**config.mk**
```make
export PLATFORM = sky130hd
export DESIGN_NAME = s5g_ram
export DESIGN_NICKNAME = d
export VERILOG_FILES = /design/src/rtl/s5g_ram.sv
export SDC_FILE = /design/constraint.sdc
export NUM_CORES = 2
export LEC_CHECK = 0
export BUFFER_PORTS_ARGS = -buffer_cell sky130_fd_sc_hd__buf_4
export CAP_MARGIN = 20
export CORE_MARGIN = 1.5
export CORE_UTILIZATION = 42
export CTS_BUF_LIST = sky130_fd_sc_hd__clkbuf_4
export CTS_CLUSTER_DIAMETER = 50
export DETAILED_ROUTE_END_ITERATION = 10
export GPL_ROUTABILITY_DRIVEN = 0
export SYNTH_ARGS = -nofsm -noshare
export SYNTH_HDL_FRONTEND = slang
export SYNTH_SLANG_ARGS = --single-unit
```
**constraint.sdc**
```tcl
create_clock -name i_clk -period 2.6 [get_ports i_clk]
set_input_delay 0.13 -clock i_clk [delete_from_list [all_inputs] [get_ports i_clk]]
set_output_delay 0.13 -clock i_clk [all_outputs]
set_load 0.05 [all_outputs]
```
**src/rtl/s5g_ram.sv**
```systemverilog
// generic single-write, single-read ram with registered read (old data on collision)
// no dependencies
module s5g_ram #(
    parameter int WIDTH = 8,
    parameter int DEPTH = 256
) (
    input  logic                     i_clk,
    input  logic                     i_we,
    input  logic [$clog2(DEPTH)-1:0] i_waddr,
    input  logic [WIDTH-1:0]         i_wdata,
    input  logic                     i_re,
    input  logic [$clog2(DEPTH)-1:0] i_raddr,
    output logic [WIDTH-1:0]         o_rdata
);

    logic [WIDTH-1:0] r_mem [DEPTH];
    logic [WIDTH-1:0] r_rdata;

    always_ff @(posedge i_clk) begin
        if (i_we) begin
            r_mem[i_waddr] <= i_wdata;
        end
        if (i_re) begin
            r_rdata <= r_mem[i_raddr];
        end
    end

    assign o_rdata = r_rdata;

endmodule

```
==> results.toml <==
[place]
preCtsSetupSlack_ns = -0.872
dpl.cell_count = 6684
port_buffers = 34
place_hpwl_um = 132000

[setup_path]
critPathCapture = "o_rdata[5]"
required_ns = 3.64
crit_path_top_delay_cell = "nor3_2"
rr_endpoint = "o_rdata[5]"
crit_arrival_ns = 3.60
cp_max_fo = 1
worstReg2RegStart = "r_mem[209][5]"
critPathLaunch = "r_mem[209][5]"
slowest_delay_ns = 0.48
rrSetupSlack_ns = 0.04
critPathLaunchType = "register"
crit_path_cell_trace = "mux4_2, a22o_1, a221oi_1, o32ai_1, nor3_2, nor4_1"
cp-end-kind = "register"
criticalPathCategory = "reg -> reg"
r2r_cells = 6

[clocking]
cts_tree = "done"
cts_sinks = 2056
htreeDepth = 6
clk_latency_ns = 1.32
clkTransAtPathRegs_ns = 0.06
max-clock-path-buffers = 4
root_buffer = "clkbuf_4"
cts_buffers = 539

[floorplan]
die_y_um = 438
core_area_um2 = 188000
row_count = 159
dieArea_um2 = 192000
die_w_um = 438
io_pins = 35
start_util = 0.424

[sta]
fin_crit_ns = 2.56
setup_ws_ns = 0.0399
finClkSkew_ns = 0.0769
worstMarginPinSlew_ns = 1.02
slew_viol_final = 0
finalCritPeriodShare = 0.985
max_freq_mhz = 391
rsz0062_at_grt = "false"
hold_viol_final = 0
setup_viol = 0
tns_ns = 0
relSlewSlack = 0.304

[power]
powerDensity_nw_per_um2 = 707
power_leakage_nw = 31.1
vdd_drop_max_v = 0.000531

[yosys]
yosysSeqAreaShare = 0.775
synth_top_area_frac = 0.775
synth-edff-count = 2056
netlist_top_cells_area = "edfxtp_1 78%, mux4_2 13%, mux2i_1 1.7%, nor2_1 1.3%, a22oi_1 1.3%"
ys_ff_latch = 2056
synth.distinct_cells = 54
syn-instance-count = 3733
yosysMostFrequentCell = "edfxtp_1"
syn_nets = 3760
yosys_most_used_dff = "edfxtp_1"
synthTopCellsByCount = "2056 x edfxtp_1, 454 x mux4_2, 282 x nor2_1, 134 x mux2i_1, 133 x a22oi_1"
synth-async-reset-ratio = 0
yosys_warnings = 0
yosys.area.top_type = "edfxtp_1"
avgSynthCellArea_um2 = 21.3
synth_area_um2 = 79600

[worst_hold_path]
hp-class = "in -> reg"

[detailed_routing]
routed_wl_um = 213000
vias = 42800
dr.first_iter.drc_count = 4558
drc = 0
via_per_inst = 5.61
first_pass_iters = 6
final_antenna_net_count = 0
routedWlPerCell_um = 27.9

[grt]
grt_max_degree = 115
grt_pass1_wl_um = 306000
grt-ovfl-total = 0
grt_pass1_vias = 44100
antenna_found_initial = 13
track_usage = 0.221

[layout]
final_util = 0.502
fin_cells = 7616
area_delta_synth_final_pct = 18.6
drive_gt1_frac = 0.386
layout.nets = 4812

[status]
status = "finished clean"

[run]
maxCapViolCount = 0
[worst min-delay path by stage]
stage	start	cells after the start	endpoint
after floorplan	i_wdata[0]	0	r_mem[0][0]
after global placement	i_wdata[4]	1	r_mem[218][4]
after detailed placement	i_wdata[4]	1	r_mem[218][4]
after CTS	i_waddr[6]	5	r_mem[222][4]
after global routing	i_waddr[6]	5	r_mem[222][4]
final	i_waddr[6]	5	r_mem[222][4]
[worst max-delay path: cells and delay by family, from the launching register on]
family | cells | cell delay (ns)
compound gates | 3 | 0.86
mux | 1 | 0.45
flops | 1 | 0.37
simple gates | 2 | 0.60
[final cells by class]
class	instances	area [um^2]
tap	2495	3120
antenna	11	27.5
inverter	2	7.51
clock inverter	105	507
multi-input combinational	1442	16600
fill	15400	93600
timing repair buffer	744	6710
clock buffer	761	5710
sequential	2056	61700
[placed cells by master (no fill, tap or decap), types with 5 or more instances in the layout]
master,synthesis,layout
clkbuf_4,0,761
clkinv_1,1,86
a22o_1,8,8
buf_8,13,10
buf_16,0,7
diode_2,0,11
nor4_2,3,11
mux2i_1,134,134
o221ai_1,46,46
and2_1,6,6
dlygate4sd3_1,0,47
nor2b_1,31,28
nor2_1,282,278
o22a_1,5,5
nor4_1,24,15
edfxtp_1,2056,2056
a21oi_1,96,96
o22ai_1,28,28
nand2b_1,8,8
inv_2,0,12
buf_4,27,617
o211ai_1,10,10
nand2_1,33,33
nand4_1,10,10
o21ai_0,10,10
mux4_2,454,454
a22oi_1,133,133
buf_12,8,63
a221oi_1,13,11
a211oi_1,16,16
nand3_1,34,30
nor3_1,22,18
[power by group]
part | internal [mW] | total [mW] | leakage, nW | switching (mW)
Clock | 13.7 | 26.3 | 3.75 | 12.5
Sequential | 36.5 | 36.6 | 18.5 | 0.0567
Combinational | 1.57 | 3.95 | 8.90 | 2.38
Total | 51.8 | 66.8 | 31.1 | 15.0
[metal layers]
layer,wire (um),vias up,GRT usage,part of all wire
met5,9,-,0,0.000042
met3,16300,352,0.0451,0.077
met1,86700,22400,0.302,0.41
met4,6220,2,0.0787,0.029
li1,-,18200,-,-
met2,103000,1895,0.354,0.49
[repair_timing]
| item | 4_1_cts | 5_1_grt |
|---|---|---|
| resized for setup | 13 | 4 |
| pin swaps | 1 | 0 |
| setup endpoints to repair | 7 | 4 |
| hold buffers | 55 | 0 |
| hold endpoints to repair | 4112 | 0 |
| setup buffers | 0 | 0 |
[cell families (layout without fill, tap and decap cells)]
family,Yosys count,after routing,share of synthesized area
AOI/OAI and AO/OA,385,385,0.0342
other,0,11,0
and+or+nand+nor,466,466,0.0263
DFF,2056,2056,0.775
muxes,591,591,0.146
buffers and inverters,235,1612,0.0183
[metrics by stage]
step / total power [mW] / hold WS, ns / cell area (um^2)
2_1_floorplan: 39.1 / 0.229 / 79600
3_3_place_gp: 41.1 / 0.497 / 87400
5_1_grt: 69.4 / 0.0528 / 94400
3_5_place_dp: 41.1 / 0.498 / 87400
4_1_cts: 67.5 / 0.00106 / 94400
6_report: 66.8 / 0.127 / 94400
[registers in the layout, summed over array words and instances, names as in the netlist]
name	count
r_mem	2048
o_rdata	8
(Power assumes the default switching activity.)
