[src/rtl/s5g_pkg.sv]
// shared constants, column-sum type and register codes of the 5x5 gradient filter
// no dependencies
package s5g_pkg;

    localparam int MAX_WIDTH  = 2048;
    localparam int MAX_HEIGHT = 4096;

    localparam int COL_W = $clog2(MAX_WIDTH);
    localparam int ROW_W = $clog2(MAX_HEIGHT);
    localparam int WSZ_W = COL_W + 1;
    localparam int HSZ_W = ROW_W + 1;

    localparam int WID_W     = 12;
    localparam int HGT_W     = 13;
    localparam int CFG_W     = 13;
    localparam int CFG_IDX_W = 1;
    localparam int MIN_SIZE  = 5;
    localparam int BORDER    = 4;

    localparam int PIX_W     = 8;
    localparam int NUM_LINES = 4;
    localparam int TAPS      = 5;
    localparam int WORD_W    = PIX_W * NUM_LINES;

    localparam int SMOOTH_W      = 12;
    localparam int DERIV_W       = 11;
    localparam int GRAD_W        = 16;
    localparam int GRAD_SHIFT    = 7;
    localparam int NEAR_WEIGHT   = 4;
    localparam int CENTRE_WEIGHT = 6;

    localparam logic [PIX_W-1:0] GRAD_OFFSET = 8'd128;

    localparam logic [CFG_IDX_W-1:0] CFG_IMAGE_WIDTH  = 1'b0;
    localparam logic [CFG_IDX_W-1:0] CFG_IMAGE_HEIGHT = 1'b1;

    typedef struct packed {
        logic        [SMOOTH_W-1:0] smooth;
        logic signed [DERIV_W-1:0]  deriv;
    } t_col_sum;

endpackage

[src/rtl/s5g_cell.sv]
// one window cell: holds the reduced sums of one column, loads its right neighbor on shift
// depends on s5g_pkg
module s5g_cell
    import s5g_pkg::*;
(
    input  logic     i_clk,
    input  logic     i_rst_n,
    input  logic     i_shift,
    input  t_col_sum i_data,
    output t_col_sum o_data
);

    t_col_sum r_data;

    always_ff @(posedge i_clk) begin
        if (!i_rst_n) begin
            r_data <= '0;
        end else if (i_shift) begin
            r_data <= i_data;
        end
    end

    assign o_data = r_data;

endmodule

[config.mk]
export PLATFORM = sky130hd
export DESIGN_NAME = s5g_cell
export DESIGN_NICKNAME = d
export VERILOG_FILES = /design/src/rtl/s5g_pkg.sv /design/src/rtl/s5g_cell.sv
export SDC_FILE = /design/constraint.sdc
export NUM_CORES = 1
export LEC_CHECK = 0
export BUFFER_PORTS_ARGS = -buffer_cell sky130_fd_sc_hd__buf_2
export CELL_PAD_IN_SITES_DETAIL_PLACEMENT = 1
export CELL_PAD_IN_SITES_GLOBAL_PLACEMENT = 1
export CORE_ASPECT_RATIO = 1.75
export CORE_MARGIN = 1
export CORE_UTILIZATION = 34
export CTS_CLUSTER_SIZE = 12
export DETAILED_ROUTE_END_ITERATION = 12
export PLACE_DENSITY_LB_ADDON = 0.1
export SYNTH_ARGS = -nofsm -noshare
export SYNTH_HDL_FRONTEND = slang
export SYNTH_SLANG_ARGS = --single-unit
[constraint.sdc]
create_clock -name i_clk -period 1 [get_ports i_clk]
set_input_delay 0.1 -clock i_clk [delete_from_list [all_inputs] [get_ports i_clk]]
set_output_delay 0.1 -clock i_clk [all_outputs]
set_load 0.05 [all_outputs]
==> results.ini <==
[outcome]
status=complete, no violations

[worst_setup_path]
reg2reg_depth=2
crit_chain=buf_2
cpLargestDelayFamily=flip-flops
worstSetupStartpointType=register
max_stage_delay_ns=0.34
rrSetupSlack_ns=0.38
critPathBufInv=1
crit_fanout=2
r2r-end=o_data[0]
required_ns=0.90
crit_path_start=o_data[13]
cpMaxStageDelayCell=dfxtp_1
arrival_ns=0.87
endpoint_kind=primary output
r2r-start=o_data[0]
worstSetupPathType=reg -> out

[die]
start_util_pct=35.84
fp.coreArea_sq_mm=0.002492
ios=49
row_count=24
die_x_microns=40.75
dieArea_sq_mm=0.002845
die_y_microns=69.81

[clocking]
cts_buffers=3
cts.clk_slew.worst_paths_ns=0.08
clock_latency_ns=0.26
ctsHoldBuffers=0
cts.sinks=23
htree_num_levels=1
cts_tree=built
clockBufferDepth=2
clockRootBuffer=clkbuf_8

[global_route]
grt.total_usage_pct=14.27
grt_start_max_net_pins=24
antenna_found_initial=0
grt_pass1_vias=714
grt_overflow=0
grt_pass1_wl_mm=2.904

[yosys]
ys_warn_count=0
yosysTopAreaCell=dfxtp_1
synth_common_cells=dfxtp_1, mux2i_1, nor2b_1
netlist_area_sq_um=893.4
synth_edf_count=0
synth-async-reset-ratio_pct=0
avgSynthCellArea_sq_um=12.07
yosysSeqAreaShare_pct=51.54
synthFlopType=dfxtp_1
ys_ff_latch=23
syn_nets=100
synth_top_area_share_pct=51.54
ys_types=6
synth_area_leaders=dfxtp_1, mux2i_1, nor2b_1, buf_12, buf_6
synth_cells=74

[placement]
pre_cts_ws_ns=0.1599
place_congestion=0.6302
hpwl_mm=1.360
numPortBuffers=48

[routing]
wl_per_cell_microns=12.24
routed_wirelength_mm=1.811
num_vias=676
viasPerCell=4.568
first_pass_iters=2
drt_iter0_drc=13
drc_errors=0
ant_nets=0

[sta]
hold_violations=0
slew_viol_final=0
fin_crit_sh_pct=96.67
max_slew.worst_pin.slew_ns=0.3114
fmax_mhz=1034
max-slew-margin-rel_pct=79.24
fin_tns_setup_ns=0
min_period_ns=0.9667
finalClockSkew_ns=0
worst_slack_ns=0.03328
setup_viol=0
rsz0062_at_grt=no

[pwr]
power.leakage_nw=0.6133
powerDensity_mw_per_mm2=1682
ir_worst_vdd_mv=1.185

[final_layout]
drive_above_1_share_pct=43.44
largest_reg_flops=23
syn2layout_area_growth_pct=33.05
fin_nets=149
fin_util_pct=47.69
antenna_cells=0

[hold_path]
hold_depth=3
min_path_type=in -> reg
hold_start=i_data[5]
min_to=o_data[5]

[job]
cap_violations=0

final cells by class:
cell class                 instances  area, sq um
clock inverter                     1        5.005
clock buffer                       3        41.29
timing repair buffer              49        275.3
tap                               26        32.53
sequential                        23        460.4
multi-input combinational         46        374.1
fill                             296         1304
per-layer routing:
layer	vias up	wire (microns)	share of wire (%)	global-route usage [%]
met5	-	0	0	0
met4	0	21	1.2	5.556
met3	2	113	6.2	2.244
met2	26	980	54	25.40
met1	307	696	38	15.02
li1	341	-	-	-
repair_timing:
| item | CTS | global route |
|---|---|---|
| setup buffers | 0 | 0 |
| resized for setup | 0 | 6 |
| hold endpoints to repair | 0 | 0 |
| endpoints found under the setup margin | 0 | 6 |
report_power, final:
| group | leakage, nW | internal [mW] | switching [mW] | total [mW] |
|---|---|---|---|---|
| combinational | 0.398 | 0.152 | 0.286 | 0.438 |
| clock | 0.0255 | 0.277 | 0.291 | 0.568 |
| sequential | 0.190 | 0.970 | 0.0242 | 0.994 |
| total | 0.613 | 1.40 | 0.601 | 2.00 |
worst min-delay path, delay by kind of cell:
| family | cells | cell delay (ns) |
|---|---|---|
| simple gates | 1 | 0.09 |
| buf+inv | 1 | 0.07 |
| mux | 1 | 0.05 |
stage by stage:
step | area (sq um) | cells | hold slack, ns | power [mW]
after global routing | 1189 | 148 | 0.1093 | 2.091
after floorplan | 893.4 | 74 | 0.2282 | 1.344
after CTS | 1174 | 148 | 0.09306 | 2.034
after global placement | 1127 | 144 | 0.3567 | 1.443
after detailed placement | 1127 | 144 | 0.3679 | 1.454
final | 1189 | 148 | 0.09493 | 2.000
cells in the final DEF (no fill, tap or decap):
cell type  instances
nor2b_1           23
buf_2             42
clkbuf_4           6
buf_12             1
mux2i_1           23
dfxtp_1           23
clkinv_2           1
clkbuf_8           3
logic make-up (layout without fill, tap and decap cells):
logic type | count (synthesis) | in the layout | synth area share (%)
DFF | 23 | 23 | 51.54
buffers and inverters | 5 | 53 | 6.583
muxes | 23 | 23 | 25.77
and+or+nand+nor | 23 | 23 | 16.11
worst max-delay path by stage:
stage / end / slack (ns) / cells after the start
global route: o_data[13] / 0.004 / 1
finish: o_data[13] / 0.03 / 1
global placement: o_data[9] / 0.21 / 4
floorplan: o_data[0] / 0.1 / 2
CTS: o_data[6] / 0.02 / 1
detailed placement: o_data[0] / 0.16 / 4
Note: power is estimated with default switching activity, not from simulation.
