[src/rtl/s5g_pkg.sv]
// shared constants, column-sum type and register codes of the 5x5 gradient filter
// no dependencies
package s5g_pkg;

    localparam int MAX_WIDTH  = 2048;
    localparam int MAX_HEIGHT = 4096;

    localparam int COL_W = $clog2(MAX_WIDTH);
    localparam int ROW_W = $clog2(MAX_HEIGHT);
    localparam int WSZ_W = COL_W + 1;
    localparam int HSZ_W = ROW_W + 1;

    localparam int WID_W     = 12;
    localparam int HGT_W     = 13;
    localparam int CFG_W     = 13;
    localparam int CFG_IDX_W = 1;
    localparam int MIN_SIZE  = 5;
    localparam int BORDER    = 4;

    localparam int PIX_W     = 8;
    localparam int NUM_LINES = 4;
    localparam int TAPS      = 5;
    localparam int WORD_W    = PIX_W * NUM_LINES;

    localparam int SMOOTH_W      = 12;
    localparam int DERIV_W       = 11;
    localparam int GRAD_W        = 16;
    localparam int GRAD_SHIFT    = 7;
    localparam int NEAR_WEIGHT   = 4;
    localparam int CENTRE_WEIGHT = 6;

    localparam logic [PIX_W-1:0] GRAD_OFFSET = 8'd128;

    localparam logic [CFG_IDX_W-1:0] CFG_IMAGE_WIDTH  = 1'b0;
    localparam logic [CFG_IDX_W-1:0] CFG_IMAGE_HEIGHT = 1'b1;

    typedef struct packed {
        logic        [SMOOTH_W-1:0] smooth;
        logic signed [DERIV_W-1:0]  deriv;
    } t_col_sum;

endpackage

[src/rtl/s5g_grad_out.sv]
// horizontal reduction over the five window cells and conversion to offset bytes
// depends on s5g_pkg
module s5g_grad_out
    import s5g_pkg::*;
(
    input  t_col_sum         i_win [TAPS],
    output logic [PIX_W-1:0] o_grad_x_byte,
    output logic [PIX_W-1:0] o_grad_y_byte
);

    localparam int PIX_MAX = (1 << PIX_W) - 1;

    logic signed [GRAD_W-1:0] es [TAPS];
    logic signed [GRAD_W-1:0] ed [TAPS];
    logic signed [GRAD_W-1:0] gx;
    logic signed [GRAD_W-1:0] gy;

    // floor shift, offset, clamp to byte range
    function automatic logic [PIX_W-1:0] to_byte(input logic signed [GRAD_W-1:0] sum);
        logic signed [GRAD_W-1:0] q;
        q = (sum >>> GRAD_SHIFT) + $signed(GRAD_W'(GRAD_OFFSET));
        if (q < 0) begin
            return '0;
        end else if (q > PIX_MAX) begin
            return '1;
        end else begin
            return q[PIX_W-1:0];
        end
    endfunction

    always_comb begin
        for (int k = 0; k < TAPS; k++) begin
            es[k] = $signed(GRAD_W'(i_win[k].smooth));
            ed[k] = $signed({{(GRAD_W-DERIV_W){i_win[k].deriv[DERIV_W-1]}}, i_win[k].deriv});
        end
    end

    // cell 0 is the oldest column
    assign gx = es[0] + (es[1] <<< 1) - (es[3] <<< 1) - es[4];
    assign gy = ed[0] + ed[1] * $signed(GRAD_W'(NEAR_WEIGHT))
              + ed[2] * $signed(GRAD_W'(CENTRE_WEIGHT))
              + ed[3] * $signed(GRAD_W'(NEAR_WEIGHT)) + ed[4];

    assign o_grad_x_byte = to_byte(gx);
    assign o_grad_y_byte = to_byte(gy);

endmodule

[config.mk]
export PLATFORM = sky130hd
export DESIGN_NAME = s5g_grad_out
export DESIGN_NICKNAME = d
export VERILOG_FILES = /design/src/rtl/s5g_pkg.sv /design/src/rtl/s5g_grad_out.sv
export SDC_FILE = /design/constraint.sdc
export NUM_CORES = 1
export LEC_CHECK = 0
export BUFFER_PORTS_ARGS = -buffer_cell sky130_fd_sc_hd__buf_2
export CAP_MARGIN = 20
export CORE_UTILIZATION = 30
export DETAILED_ROUTE_END_ITERATION = 8
export GPL_ROUTABILITY_DRIVEN = 0
export SYNTH_ARGS = -nofsm -noshare
export SYNTH_HDL_FRONTEND = slang
export SYNTH_SLANG_ARGS = --single-unit
[constraint.sdc]
create_clock -name vclk -period 11.29
set_input_delay 2.8225 -clock vclk [all_inputs]
set_output_delay 2.8225 -clock vclk [all_outputs]
set_load 0.01 [all_outputs]
==> out/results.tsv <==
stage	metric	value	unit
pwr	maximum VDD drop	0.162	mV
worst_setup_path	Critical Path Fanout Max	9	
worst_setup_path	Crit. End Element	primary output	
synth	syn nets	685	
pwr	total internal power	0.424	mW
clock_network	CTS hold repair buffers	0	
floorplanning	num rows	39	
synth	cell count after synthesis	464	
pwr	power share of the clock group	0	
timing	Final Hold Viols	0	
detailed_routing	Via Count	3308	
timing	fin crit share	0.957	
min_path	HP Class	input pin to primary output	
worst_setup_path	number of buffers and inverters on the critical path	4	
final_layout	fillers	1241	
global_route	initial antenna violation count	0	
detailed_routing	residual DRC count	0	
final_layout	Layout Nets	801	
pwr	Sw Ratio	0.572	
pwr	sequential power share	0	
timing	crit path time final	10810	ps
floorplanning	die height	112	um
final_layout	seq_cells	0	
timing	unrepaired setup endpoints after global routing	no	
place	Final HPWL DP	7.20	mm
outcome	status	complete, no violations	
synth	Cell Area, Synth	3650	sq um
worst_setup_path	critical path arrival	7990	ps
final_layout	register area	0	sq um
worst_setup_path	Critical Path RT	8470	ps
run	max_cap viols	0	
detailed_routing	WL per Instance	10.8	um
worst_setup_path	Crit path top cell by count	ha_1	
clock_network	setup bufs post-CTS	0	
detailed_routing	DR iter-0 viols	69	
pwr	Psw	0.567	mW
detailed_routing	drt first pass iters	4	
synth	synth warn	0	
final_layout	share of cells above drive strength 1	0.230	
worst_setup_path	slowest CP cell	or4b_4	
synth	mean post-synth cell area	7.88	sq um
synth	Cell variety after synth	51	
global_route	vias in the first global route	3394	
detailed_routing	Via density	4.59	
worst_setup_path	crit-path cells	buf_2, fa_1, inv_1, ha_1, o211ai_1, o21ai_1, a211oi_1, o41ai_1, xor2_1, ha_1, and3_1, o211a_1, nor3_1, or4b_4, xnor2_1, ha_1, inv_1, nor4_1, nor3_1, buf_2	
final_layout	clock buf count	0	
timing	Slew @ Worst Pin	503	ps
floorplanning	area of the core	11700	sq um
synth	sequential area share after synthesis	0	
final_layout	final core area utilization	0.377	
timing	count of final max-slew check failures	0	
pwr	P_leak	2.59	nW
final_layout	area of the multi-input gates	3050	sq um
global_route	Total GRT Usage	0.126	
global_route	first-pass GRT wire length	13.8	mm
pwr	PD cells	226	nW/um^2
timing	Slew HR	0.662	
global_route	grt ovf	0	
floorplanning	effective utilization at floorplan	0.313	
pwr	combinational share of power	1.000	
clock_network	post-cts resize count	0	
timing	Sum Neg Setup Slack	0	ps
timing	Max Fclk	0.0925	GHz
worst_setup_path	Setup CP Type	input pin to primary output	
floorplanning	Boundary Pins	131	
worst_setup_path	Worst setup SP type	input pin	
floorplanning	full die area	12600	sq um
timing	Final setup viols	0	
place	input/output buffers	119	
global_route	pin count of the biggest net entering global routing	11	
floorplanning	die width	112	um
final_layout	Area Overhead vs Synth	20.2	%
detailed_routing	drt total wl	7.75	mm
final_layout	ant diodes	0	
worst_setup_path	CP max stage delay	550	ps
detailed_routing	ANT nets after route	0	
worst_setup_path	CP top delay family	adder cells	
-- final timing paths --
| check | start | end | slack, ps | cells past startpoint |
|---|---|---|---|---|
| worst max-delay path | i_win[36] | o_grad_x_byte[2] | 480 | 20 |
| worst min-delay path | i_win[22] | o_grad_x_byte[6] | 6280 | 7 |
-- per-stage QoR --
stage | std cells | area, sq um | hold WS [ps] | setup WS [ps] | power (mW)
finish | 721 | 4390 | 6280 | 480 | 0.991
global route | 721 | 4390 | 6360 | 22.4 | 1.10
CTS | 721 | 4390 | 6290 | 510 | 0.993
detailed placement | 721 | 4390 | 6280 | 525 | 0.988
global placement | 721 | 4390 | 6270 | 623 | 0.960
floorplan | 464 | 3650 | 6040 | 1170 | 0.705
-- placed cells by master (no fill, tap or decap), types with 5 or more instances in the layout --
cell type,netlist,final
a21o_1,11,11
a21oi_1,37,37
buf_2,0,119
fa_1,50,50
ha_1,56,56
inv_1,150,150
nand2_1,16,16
nor2_1,13,13
nor3_1,7,7
o211ai_1,7,7
o21a_1,5,5
o21ai_0,11,11
xnor2_1,20,20
xor2_1,13,13
-- cell usage after synthesis (4+ instances only) --
| library cell | number | area share |
|---|---|---|
| xor2_1 | 13 | 0.031 |
| ha_1 | 56 | 0.19 |
| fa_1 | 50 | 0.27 |
| nor3_1 | 7 | 0.0096 |
| inv_1 | 150 | 0.15 |
| o21ai_0 | 11 | 0.015 |
| and3_1 | 4 | 0.0068 |
| o211ai_1 | 7 | 0.014 |
| xnor2_1 | 20 | 0.048 |
| nand2_1 | 16 | 0.016 |
| a21o_1 | 11 | 0.023 |
| nand3_1 | 4 | 0.0055 |
| o211a_1 | 4 | 0.011 |
| a21oi_1 | 37 | 0.051 |
| nor2_1 | 13 | 0.013 |
| o21a_1 | 5 | 0.010 |
-- logic make-up after synthesis --
| logic type | synth area share |
|---|---|
| AO/OA/AOI/OAI | 0.205 |
| XOR/XNOR | 0.0791 |
| adder cells (fa/ha/maj) | 0.469 |
| buffers and inverters | 0.164 |
| AND/OR/NAND/NOR | 0.0829 |
-- metal layers --
| layer | share of wire | GRT usage |
|---|---|---|
| met2 | 0.52 | 0.251 |
| met3 | 0.031 | 0.00756 |
| met1 | 0.44 | 0.154 |
| met4 | 0.0077 | 0.00800 |
| met5 | 0 | 0 |
-- layout make-up --
cell class	count	area share
well taps	143	0.0407
inverters	150	0.128
multi-input cells	309	0.695
repair buffers	119	0.136
-- power groups by stage --
stage / clock network [mW] / logic (mW) / registers [mW]
CTS: 0 / 0.993 / 0
detailed placement: 0 / 0.988 / 0
global placement: 0 / 0.960 / 0
finish: 0 / 0.991 / 0
global route: 0 / 1.10 / 0
floorplan: 0 / 0.705 / 0
(Power assumes the default switching activity.)
